<file path="config.mk">
export PLATFORM = sky130hd
export DESIGN_NAME = gait_cycle_detector
export DESIGN_NICKNAME = d
export VERILOG_FILES = /design/src/rtl/gcd_pkg.sv /design/src/rtl/gait_cycle_detector.sv /design/src/rtl/gcd_leg.sv /design/src/rtl/gcd_out_queue.sv
export SDC_FILE = /design/constraint.sdc
export NUM_CORES = 2
export LEC_CHECK = 0
export BUFFER_PORTS_ARGS = -buffer_cell sky130_fd_sc_hd__buf_4
export CAP_MARGIN = 20
export CORE_MARGIN = 5
export CORE_UTILIZATION = 45
export CTS_CLUSTER_DIAMETER = 120
export DETAILED_ROUTE_END_ITERATION = 12
export PLACE_DENSITY = 0.71
export SLEW_MARGIN = 20
export SYNTH_ARGS = -nofsm -noshare
export SYNTH_HDL_FRONTEND = slang
export SYNTH_SLANG_ARGS = --single-unit
</file>
<file path="constraint.sdc">
create_clock -name clk -period 14.96 [get_ports clk]
set_clock_uncertainty 0.1 [all_clocks]
set_input_delay 1.496 -clock clk [delete_from_list [all_inputs] [get_ports clk]]
set_output_delay 1.496 -clock clk [all_outputs]
set_load 0.005 [all_outputs]
</file>
<file path="src/rtl/gcd_pkg.sv">
// types shared by the gait cycle detector modules
package gcd_pkg;

  localparam int unsigned TimeW = 32;
  localparam int unsigned ForceW = 16;
  localparam int unsigned PosW = 16;
  localparam int unsigned CfgW = 32;

  // configuration register indexes
  localparam logic CFG_TOUCH_THRESHOLD = 1'b0;
  localparam logic CFG_MIN_STANCE_TIME = 1'b1;

  // record kinds
  localparam logic KIND_NEW = 1'b0;
  localparam logic KIND_EXTEND = 1'b1;

  // leg codes
  localparam logic LEG_LEFT = 1'b0;
  localparam logic LEG_RIGHT = 1'b1;

  typedef struct packed {
    logic [TimeW-1:0] frame_time;
    logic signed [ForceW-1:0] force_left;
    logic signed [ForceW-1:0] force_right;
    logic signed [PosW-1:0] left_cop_x;
    logic signed [PosW-1:0] left_cop_y;
    logic signed [PosW-1:0] left_cop_z;
    logic signed [PosW-1:0] right_cop_x;
    logic signed [PosW-1:0] right_cop_y;
    logic signed [PosW-1:0] right_cop_z;
  } in_t;

  typedef struct packed {
    logic leg;
    logic kind;
    logic [TimeW-1:0] start_time;
    logic [TimeW-1:0] lift_time;
    logic [TimeW-1:0] stop_time;
    logic signed [PosW-1:0] start_x;
    logic signed [PosW-1:0] start_y;
    logic signed [PosW-1:0] start_z;
    logic signed [PosW-1:0] stop_x;
    logic signed [PosW-1:0] stop_y;
    logic signed [PosW-1:0] stop_z;
    logic final_of_frame;
  } out_t;

  typedef struct packed {
    logic signed [PosW-1:0] x;
    logic signed [PosW-1:0] y;
    logic signed [PosW-1:0] z;
  } cop_t;

  // what one leg reports for the frame in flight
  typedef struct packed {
    logic emit;
    logic kind;
    logic [TimeW-1:0] start_time;
    logic [TimeW-1:0] lift_time;
    cop_t start_pos;
  } leg_rec_t;

endpackage

</file>
<file path="src/rtl/gait_cycle_detector.sv">
// gait cycle detector top level: frame register, two leg machines, record queue
//
//   channel  ports                         moves
//   in       in_valid/in_ready/in_data     one sensor frame per transfer
//   out      out_valid/out_ready/out_data  one cycle record per transfer
//   cfg      cfg_wr_en/cfg_index/cfg_wdata register write, no handshake
//
// a frame is held in the frame register and its records enter the queue when it
// moves on; one frame per cycle is taken while the queue has room for two
// records, so a frame closing cycles on both legs yields two output records
// the record queue (QUEUE_DEPTH entries) decouples the output stall from input
// reset is synchronous, active low, and clears phases, flags, times and registers
module gait_cycle_detector #(
  parameter int unsigned QUEUE_DEPTH = 4
) (
  input  logic                         clk,
  input  logic                         rst_n,
  input  logic                         in_valid,
  output logic                         in_ready,
  input  gcd_pkg::in_t                 in_data,
  output logic                         out_valid,
  input  logic                         out_ready,
  output gcd_pkg::out_t                out_data,
  input  logic                         cfg_wr_en,
  input  logic                         cfg_index,
  input  logic [gcd_pkg::CfgW-1:0]     cfg_wdata
);

  logic signed [gcd_pkg::ForceW-1:0] touch_threshold_r;
  logic [gcd_pkg::TimeW-1:0] min_stance_time_r;

  logic frame_valid_r;
  gcd_pkg::in_t frame_r;
  logic advance;
  logic room;

  gcd_pkg::cop_t left_cop, right_cop;
  gcd_pkg::leg_rec_t left_rec, right_rec;
  gcd_pkg::out_t left_out, right_out;
  gcd_pkg::out_t push_a, push_b;
  logic [1:0] push_cnt;

  always_ff @(posedge clk) begin
    if (!rst_n) begin
      touch_threshold_r <= '0;
      min_stance_time_r <= '0;
    end else if (cfg_wr_en) begin
      case (cfg_index)
        gcd_pkg::CFG_TOUCH_THRESHOLD: touch_threshold_r <= cfg_wdata[gcd_pkg::ForceW-1:0];
        gcd_pkg::CFG_MIN_STANCE_TIME: min_stance_time_r <= cfg_wdata[gcd_pkg::TimeW-1:0];
        default: ;
      endcase
    end
  end

  // the frame register moves on only when the queue can hold both records
  assign advance = frame_valid_r && room;
  assign in_ready = !frame_valid_r || advance;

  always_ff @(posedge clk) begin
    if (!rst_n) begin
      frame_valid_r <= 1'b0;
    end else if (in_ready) begin
      frame_valid_r <= in_valid;
    end
  end

  always_ff @(posedge clk) begin
    if (in_ready && in_valid) frame_r <= in_data;
  end

  assign left_cop = '{x: frame_r.left_cop_x, y: frame_r.left_cop_y, z: frame_r.left_cop_z};
  assign right_cop = '{x: frame_r.right_cop_x, y: frame_r.right_cop_y,
                       z: frame_r.right_cop_z};

  gcd_leg u_leg_left (
    .clk             (clk),
    .rst_n           (rst_n),
    .advance         (advance),
    .frame_time      (frame_r.frame_time),
    .leg_force       (frame_r.force_left),
    .cop             (left_cop),
    .touch_threshold (touch_threshold_r),
    .min_stance_time (min_stance_time_r),
    .rec             (left_rec)
  );

  gcd_leg u_leg_right (
    .clk             (clk),
    .rst_n           (rst_n),
    .advance         (advance),
    .frame_time      (frame_r.frame_time),
    .leg_force       (frame_r.force_right),
    .cop             (right_cop),
    .touch_threshold (touch_threshold_r),
    .min_stance_time (min_stance_time_r),
    .rec             (right_rec)
  );

  always_comb begin
    left_out.leg = gcd_pkg::LEG_LEFT;
    left_out.kind = left_rec.kind;
    left_out.start_time = left_rec.start_time;
    left_out.lift_time = left_rec.lift_time;
    left_out.stop_time = frame_r.frame_time;
    left_out.start_x = left_rec.start_pos.x;
    left_out.start_y = left_rec.start_pos.y;
    left_out.start_z = left_rec.start_pos.z;
    left_out.stop_x = frame_r.left_cop_x;
    left_out.stop_y = frame_r.left_cop_y;
    left_out.stop_z = frame_r.left_cop_z;
    // left is last only when right closes nothing
    left_out.final_of_frame = !right_rec.emit;

    right_out.leg = gcd_pkg::LEG_RIGHT;
    right_out.kind = right_rec.kind;
    right_out.start_time = right_rec.start_time;
    right_out.lift_time = right_rec.lift_time;
    right_out.stop_time = frame_r.frame_time;
    right_out.start_x = right_rec.start_pos.x;
    right_out.start_y = right_rec.start_pos.y;
    right_out.start_z = right_rec.start_pos.z;
    right_out.stop_x = frame_r.right_cop_x;
    right_out.stop_y = frame_r.right_cop_y;
    right_out.stop_z = frame_r.right_cop_z;
    right_out.final_of_frame = 1'b1;

    push_a = left_rec.emit ? left_out : right_out;
    push_b = right_out;
    push_cnt = 2'd0;
    if (advance) push_cnt = {1'b0, left_rec.emit} + {1'b0, right_rec.emit};
  end

  gcd_out_queue #(
    .DEPTH (QUEUE_DEPTH)
  ) u_out_queue (
    .clk       (clk),
    .rst_n     (rst_n),
    .push_cnt  (push_cnt),
    .push_a    (push_a),
    .push_b    (push_b),
    .room      (room),
    .out_valid (out_valid),
    .out_ready (out_ready),
    .out_data  (out_data)
  );

  // a held frame with no room must stay put
  assert property (@(posedge clk) disable iff (!rst_n)
    (frame_valid_r && !room) |=> (frame_valid_r && $stable(frame_r)))
    else $error("frame dropped while queue full");

  // two records in one frame go left first, right last
  assert property (@(posedge clk) disable iff (!rst_n)
    (push_cnt == 2'd2) |-> (push_a.leg == gcd_pkg::LEG_LEFT && !push_a.final_of_frame
                            && push_b.final_of_frame))
    else $error("record order within frame broken");

  assert property (@(posedge clk) disable iff (!rst_n)
    (push_cnt != 2'd0) |-> advance)
    else $error("records pushed without a frame transfer");

endmodule

</file>
<file path="src/rtl/gcd_leg.sv">
// per-leg phase machine: flight, touch, stance and swing tracking
module gcd_leg (
  input  logic                            clk,
  input  logic                            rst_n,
  input  logic                            advance,
  input  logic [gcd_pkg::TimeW-1:0]       frame_time,
  input  logic signed [gcd_pkg::ForceW-1:0] leg_force,
  input  gcd_pkg::cop_t                   cop,
  input  logic signed [gcd_pkg::ForceW-1:0] touch_threshold,
  input  logic [gcd_pkg::TimeW-1:0]       min_stance_time,
  output gcd_pkg::leg_rec_t               rec
);

  localparam logic [1:0] PH_WAIT_FLIGHT = 2'd0;
  localparam logic [1:0] PH_WAIT_TOUCH  = 2'd1;
  localparam logic [1:0] PH_STANCE      = 2'd2;
  localparam logic [1:0] PH_SWING       = 2'd3;

  logic [1:0] phase_r, phase_nxt;
  logic has_cycle_r, has_cycle_nxt;
  logic [gcd_pkg::TimeW-1:0] stance_time_r, stance_time_nxt;
  logic [gcd_pkg::TimeW-1:0] swing_time_r, swing_time_nxt;
  gcd_pkg::cop_t stance_pos_r, stance_pos_nxt;

  logic touch;
  logic [gcd_pkg::TimeW-1:0] dur;
  logic real_cycle;

  assign touch = leg_force > touch_threshold;
  // stance length wraps modulo 2^32
  assign dur = swing_time_r - stance_time_r;
  assign real_cycle = dur >= min_stance_time;

  always_comb begin
    phase_nxt = phase_r;
    has_cycle_nxt = has_cycle_r;
    stance_time_nxt = stance_time_r;
    swing_time_nxt = swing_time_r;
    stance_pos_nxt = stance_pos_r;
    rec = '0;
    case (phase_r)
      PH_WAIT_FLIGHT: begin
        if (!touch) phase_nxt = PH_WAIT_TOUCH;
      end
      PH_WAIT_TOUCH: begin
        if (touch) begin
          stance_time_nxt = frame_time;
          stance_pos_nxt = cop;
          phase_nxt = PH_STANCE;
        end
      end
      PH_STANCE: begin
        if (!touch) begin
          swing_time_nxt = frame_time;
          phase_nxt = PH_SWING;
        end
      end
      PH_SWING: begin
        if (touch) begin
          rec.emit = real_cycle || has_cycle_r;
          rec.kind = real_cycle ? gcd_pkg::KIND_NEW : gcd_pkg::KIND_EXTEND;
          if (real_cycle) begin
            rec.start_time = stance_time_r;
            rec.lift_time = swing_time_r;
            rec.start_pos = stance_pos_r;
            has_cycle_nxt = 1'b1;
          end
          // the touching frame opens the next stance
          stance_time_nxt = frame_time;
          stance_pos_nxt = cop;
          phase_nxt = PH_STANCE;
        end
      end
      default: begin
        phase_nxt = PH_WAIT_FLIGHT;
      end
    endcase
  end

  always_ff @(posedge clk) begin
    if (!rst_n) begin
      phase_r <= PH_WAIT_FLIGHT;
      has_cycle_r <= 1'b0;
      stance_time_r <= '0;
      swing_time_r <= '0;
      stance_pos_r <= '0;
    end else if (advance) begin
      phase_r <= phase_nxt;
      has_cycle_r <= has_cycle_nxt;
      stance_time_r <= stance_time_nxt;
      swing_time_r <= swing_time_nxt;
      stance_pos_r <= stance_pos_nxt;
    end
  end

  // a cycle already emitted is never forgotten
  assert property (@(posedge clk) disable iff (!rst_n)
    has_cycle_r |=> has_cycle_r)
    else $error("leg lost its cycle flag");

  // an extend record needs an earlier cycle on this leg
  assert property (@(posedge clk) disable iff (!rst_n)
    (rec.emit && rec.kind == gcd_pkg::KIND_EXTEND) |-> has_cycle_r)
    else $error("extend record without earlier cycle");

  // a record only comes from a touch that ends a swing, and it restarts stance
  assert property (@(posedge clk) disable iff (!rst_n)
    (advance && rec.emit) |=> (phase_r == PH_STANCE))
    else $error("leg not in stance after closing a cycle");

endmodule

</file>
<file path="src/rtl/gcd_out_queue.sv">
// result record queue, up to two pushes and one pop per cycle
module gcd_out_queue #(
  parameter int unsigned DEPTH = 4
) (
  input  logic          clk,
  input  logic          rst_n,
  input  logic [1:0]    push_cnt,
  input  gcd_pkg::out_t push_a,
  input  gcd_pkg::out_t push_b,
  output logic          room,
  output logic          out_valid,
  input  logic          out_ready,
  output gcd_pkg::out_t out_data
);

  localparam int unsigned PW = $clog2(DEPTH);
  localparam int unsigned CW = $clog2(DEPTH + 1);
  localparam logic [PW-1:0] LAST = PW'(DEPTH - 1);
  localparam logic [CW-1:0] ROOM_MAX = CW'(DEPTH - 2);

  gcd_pkg::out_t q_r [DEPTH];
  logic [PW-1:0] wr_ptr_r, wr_ptr_nxt;
  logic [PW-1:0] rd_ptr_r, rd_ptr_nxt;
  logic [CW-1:0] count_r, count_nxt;
  logic [PW-1:0] wr_ptr_inc;
  logic pop;

  function automatic logic [PW-1:0] ptr_inc(input logic [PW-1:0] p);
    ptr_inc = (p == LAST) ? '0 : p + 1'b1;
  endfunction

  assign wr_ptr_inc = ptr_inc(wr_ptr_r);
  assign out_valid = count_r != '0;
  assign out_data = q_r[rd_ptr_r];
  assign pop = out_valid && out_ready;
  assign room = count_r <= ROOM_MAX;

  always_comb begin
    wr_ptr_nxt = wr_ptr_r;
    if (push_cnt == 2'd1) wr_ptr_nxt = wr_ptr_inc;
    else if (push_cnt == 2'd2) wr_ptr_nxt = ptr_inc(wr_ptr_inc);
    rd_ptr_nxt = pop ? ptr_inc(rd_ptr_r) : rd_ptr_r;
    count_nxt = count_r + CW'(push_cnt) - CW'(pop);
  end

  always_ff @(posedge clk) begin
    if (!rst_n) begin
      wr_ptr_r <= '0;
      rd_ptr_r <= '0;
      count_r <= '0;
    end else begin
      wr_ptr_r <= wr_ptr_nxt;
      rd_ptr_r <= rd_ptr_nxt;
      count_r <= count_nxt;
    end
  end

  always_ff @(posedge clk) begin
    if (push_cnt != 2'd0) q_r[wr_ptr_r] <= push_a;
    if (push_cnt == 2'd2) q_r[wr_ptr_inc] <= push_b;
  end

  assert property (@(posedge clk) disable iff (!rst_n)
    (CW'(push_cnt) + count_r - CW'(pop)) <= CW'(DEPTH))
    else $error("record queue overflow");

  assert property (@(posedge clk) disable iff (!rst_n)
    count_r <= CW'(DEPTH))
    else $error("record count out of range");

  assert property (@(posedge clk) disable iff (!rst_n)
    (pop && push_cnt == 2'd0) |=> (count_r == $past(count_r) - 1'b1))
    else $error("pop did not drop the record count");

endmodule
</file>
# Word level (Yosys, flattened, before mapping)

Memory sizes are Yosys's and may differ from the RTL's. A register that Yosys moved wholly into a read port is not among the register bits.
Index checks and enable logic that the tools add are counted.

RAM bits: 780
Word-level logic and storage cells: 117
Memories kept: 1
Output and inout bits: 197
Bits of input ports: 198
Register bits after elaboration: 446

Bitwise logic cells: 3
Equal/unequal tests: 17
Muxes and demuxes: 29
$lt $le $gt $ge: 5
Reduce and logical (&&, ||, !) cells: 25
Add/subtract/negate cells: 8

Memory list:

| memory          | words | width | read ports | clocked after Yosys merged registers in | write ports | RTL line            | source |
|---|---|---|---|---|---|---|---|
| u_out_queue.q_r | 4     | 195   | 1          | 1                                       | 2           | gcd_out_queue.sv:21 | `gcd_pkg::out_t q_r [DEPTH];` |

Operators by type and width:

| operator                                                                         | count |
|---|---|
| 114-bit 2-to-1 mux                                                               | 4 |
| 112-bit 2-to-1 mux                                                               | 2 |
| 195-bit 2-to-1 mux                                                               | 1 |
| 32-bit greater-or-equal comparator                                               | 2 |
| 32-bit subtractor                                                                | 2 |
| 16-bit > comparator                                                              | 2 |
| 2-bit 2-to-1 mux                                                                 | 14 |
| 2-bit == test, second input constant                                             | 8 |
| 4-bit AND reduction                                                              | 4 |
| 2-bit one-hot mux with 3 select lines                                            | 2 |
| 3-bit AND reduction                                                              | 4 |
| 2-bit inequality test, second input constant                                     | 4 |
| 2-bit by 1-bit adder with 2-bit output, second input constant                    | 3 |
| 2-bit by 1-bit == test with 1-bit output, second input constant                  | 3 |
| 1-bit 2-to-1 mux                                                                 | 6 |
| 2-bit logical NOT                                                                | 2 |
| 2-bit by 1-bit inequality test with 1-bit output, second input constant          | 2 |
| 2-bit AND reduction                                                              | 2 |
| 2-bit nonzero test                                                               | 2 |
| 2-bit OR reduction                                                               | 2 |
| 3-bit by 2-bit adder with 3-bit output                                           | 1 |
| 3-bit by 2-bit less-or-equal comparator with 1-bit output, second input constant | 1 |
| 1-bit logical AND                                                                | 3 |
| 1-bit logical OR                                                                 | 3 |
| 5 further kinds                                                                  | 8 |

# Longest topological paths before layout

Depth after elaboration: 10
Gate-level depth with buffers: 35

# By module

Synthesis repeated with hierarchy kept, for this count alone.

Cells, all modules: 4,663
Area, all modules: 63,772.4 um^2

By module, submodules not included:

| module                | cells each | instances | area an instance (um^2) |
|---|---|---|---|
| gcd_out_queue         | 1,955      | 1         | 38,021.5 |
| gait_cycle_detector   | 548        | 1         | 9,006.1 |
| gcd_leg (u_leg_left)  | 1,109      | 1         | 8,569.5 |
| gcd_leg (u_leg_right) | 1,051      | 1         | 8,175.3 |

# Least setup slack after synthesis

OpenSTA, ideal clock, no wires.

Path type: register -> register
From: register u_leg_left.stance_time_r[0] (netlist bit)
To: memory u_out_queue.q_r[0][121] (netlist bit), data pin
Stages on the path, launching flop included: 31
Path buffers: 3
Path slack: 3.186 ns
Library setup time: 0.174 ns
Data required time: 14.686 ns
Arrival: 11.501 ns
Path through: dfxtp_1 -> ha_1 -> inv_1 -> fa_1 -> a21o_1 -> a31o_1 -> a2111oi_2 -> o31ai_1 -> a31oi_1 -> o211ai_1 -> a221oi_1 -> o21ai_1 -> xnor2_1 -> ha_1 -> a21o_1 -> a21oi_1 -> o211ai_1 -> a211oi_1 -> o21ai_1 -> a21o_1 -> buf_2 -> nor2b_1 -> ha_1 -> nand2_1 -> ha_1 -> clkbuf_1 -> nand2_1 -> nand2_1 -> nand2_1 -> clkbuf_1 -> and2_1

RTL lines:

| element                | RTL line            | source |
|---|---|---|
| start, declared        | gcd_leg.sv:21       | `logic [gcd_pkg::TimeW-1:0] stance_time_r, stance_time_nxt;` |
| start signal, assigned | gcd_leg.sv:90       | `stance_time_r <= stance_time_nxt;` |
| end, declared          | gcd_out_queue.sv:21 |  |

==> metrics.cfg <==
[timing]
fin_crit_ns=9.84
rsz0062_at_grt=false
timing.final.crit_share_pct=65.8
timing.setup.tns_ns=0
finalHoldViolCount=0
setup-violations-final=0
relSlewSlack_pct=17.2
max_freq_mhz=102
whs_ns=0.357
tightest_slew_ns=1.24
final_max_slew_viol_count=0

[synthesis]
syn_area_um2=57000
avgSynthCellArea_um2=14.2
ys.flop_type=edfxtp_1
synth_cell_types=72
ys_async_sr_fraction_pct=0
yosys_warnings=0
synth-edff-count=932
synthCells=4014
yosys_register_bits=1228
syn_nets=4388
yosysSeqAreaShare_pct=59.5

[cells_and_area]
finish.utilization_pct=52.2
syn_to_final_growth_pct=15.1
antenna_cells=0
instances_no_fill=6051
multi_input_area_um2=21200
fin_area_um2=65600
layout-drive-gt1-share_pct=20.0
nFillCells=10400
nets=4659
regArea_um2=33900

[route]
drtIter0Drc=4571
first_pass_iters=6
avgViaCountPerCell=6.31
finalWirelength_um=163000
antenna_left=0
drc_errors=0
vias=38200
wl_per_cell_um=27.0

[floorplanning]
dieWidth_um=366
start_util_pct=45.3
coreArea_um2=126000
die_area_um2=134000
die_y_um=366
num_io_pins=395
num_rows=130

[grt]
antenna_found_initial=0
grt_max_degree=217
grt_pass1_wl_um=244000
grt_usage_pct=23.7
grt_pass1_vias=38400
grt_overflow=0

[run]
maxCapViolCount=0

[clock_tree]
path_clk_slew_ns=0.06
clockBufferDepth=3
cts_resized=0
clock_latency_ns=0.77
cts_setup_buffers=0
postCtsHoldBufs=0
h-tree-depth=4
cts_tree=done
cts_inserted_buffers=136
cts_sinks=1228
cts_root_buffer=clkbuf_16

[setup_path]
critPathKind=flop to flop
cpPeakStageDelay_ns=0.86
arrival_ns=10.35
reg2reg_slack_ns=5.12
ff2ff_path_depth=29
critPathMostFrequentCell=ha_1
critPathSlowestCell=buf_4
cp-start-kind=flop
cp.required_ns=15.47
end_kind=flop
cp_max_fo=66

[power_and_ir_drop]
pwr-share-comb_pct=18.5
p_leak_nw=23.0
p_per_area_nw_per_um2=134
switchingPower_mw=2.31
p_int_mw=6.47
ir_drop_v=0.000110
clkPwrFrac_pct=38.0
seqPwrFrac_pct=43.5
power.share.switching_pct=26.3

[placement]
placed_cell_area_um2=61100
place_congestion=0.892
hpwl_um=97100
placed_cells=5797
io_buffers=394

[min_path]
worstHoldPathType=flop to flop
hold_path_depth=2

[outcome]
status=finished, final reports clean

-- cell usage after synthesis (all sizes together), types with 15 or more instances --
| library cell | count | area (um^2) |
|---|---|---|
| a32o | 448 | 4480 |
| o21ai | 37 | 185 |
| clkbuf | 118 | 443 |
| nor3 | 16 | 80.1 |
| nand4 | 19 | 119 |
| mux2i | 225 | 2250 |
| o21a | 15 | 113 |
| inv | 147 | 552 |
| a22o | 192 | 1680 |
| xnor2 | 44 | 385 |
| edfxtp | 932 | 28000 |
| a21oi | 122 | 626 |
| a21o | 63 | 473 |
| nand2 | 149 | 559 |
| nor2b | 18 | 113 |
| dfxtp | 296 | 5930 |
| nand2b | 15 | 93.8 |
| ha | 173 | 2160 |
| and2 | 136 | 851 |
| nor2 | 295 | 1110 |
| mux4 | 195 | 4390 |
| buf | 196 | 1080 |
-- cell type report --
cell class | instances | area share (%)
Clock buffer | 200 | 5.98
Clock inverter | 54 | 0.868
Inverter | 148 | 0.858
Multi-Input combinational cell | 2324 | 32.3
Sequential cell | 1228 | 51.7
Tap cell | 1650 | 3.15
Timing Repair Buffer | 447 | 5.19
-- worst paths after layout --
kind / end / startpoint
min reg2reg: touch_threshold_r[9] / touch_threshold_r[9]
max reg2reg: u_out_queue.q_r[2][94] / u_leg_left.stance_time_r[0]
max: u_out_queue.q_r[2][94] / u_leg_left.stance_time_r[0]
min: touch_threshold_r[9] / touch_threshold_r[9]
-- state kept, by name (all words and copies together) (netlist names), 32 cells and up, named ones only --
name	count
u_leg_left.swing_time_r	32
min_stance_time_r	32
u_leg_right.stance_pos_r	48
frame_r	160
u_leg_right.stance_time_r	32
u_leg_left.stance_pos_r	48
u_leg_right.swing_time_r	32
u_out_queue.q_r	780
u_leg_left.stance_time_r	32
-- worst max-delay path: cells and delay by family (launching register included) --
family          cells  cell delay [ns]
flops               1             0.43
compound gates     16             4.39
fa+ha+maj           5             1.61
simple gates        4             1.19
buf+inv             3             1.72
xor+xnor            1             0.16
-- through the flow --
| step | worst slack, ns | total power, mW |
|---|---|---|
| final | 5.12 | 8.79 |
| after global routing | 4.65 | 9.13 |
| after CTS | 5.25 | 8.86 |
| after detailed placement | 5.33 | 5.53 |
| after global placement | 5.52 | 5.52 |
| after floorplan | 3.19 | 4.79 |
-- routing by layer --
layer  vias to the layer above  wire [um]  GRT usage, %
met5                         -          0             0
li1                      16600          -             -
met2                      1990      75500          37.2
met1                     19300      66800          32.1
met3                       298      15900          6.11
met4                         0       5050          8.37
-- power groups by stage --
stage,logic [mW],clock network [mW],registers (mW)
after detailed placement,1.64,0,3.89
final,1.63,3.34,3.82
after global placement,1.63,0,3.89
after CTS,1.65,3.39,3.82
after global routing,1.75,3.54,3.83
after floorplan,0.968,0,3.83
-- cells by family (layout without fill, tap and decap cells) --
group / after synthesis / after routing / share of synthesized area, %
muxes: 421 / 421 / 11.7
DFF: 1228 / 1228 / 59.5
xor gates and xnor gates: 57 / 57 / 0.876
buffers and inverters: 462 / 849 / 3.64
and+or+nand+nor: 702 / 702 / 5.82
adders and majority gates: 176 / 176 / 3.90
AOI/OAI and AO/OA: 968 / 968 / 14.6
-- layout by cell type (no fill, tap or decap), types with 118 or more instances in the layout --
cell / instances
a32o_1: 448
mux4_2: 195
edfxtp_1: 932
nor2_1: 291
a21oi_1: 118
clkbuf_16: 142
mux2i_1: 224
buf_4: 443
inv_1: 147
nand2_1: 144
dfxtp_1: 294
ha_1: 173
and2_1: 134
a22o_1: 192
No activity file was read; power rests on OpenSTA's default activity.
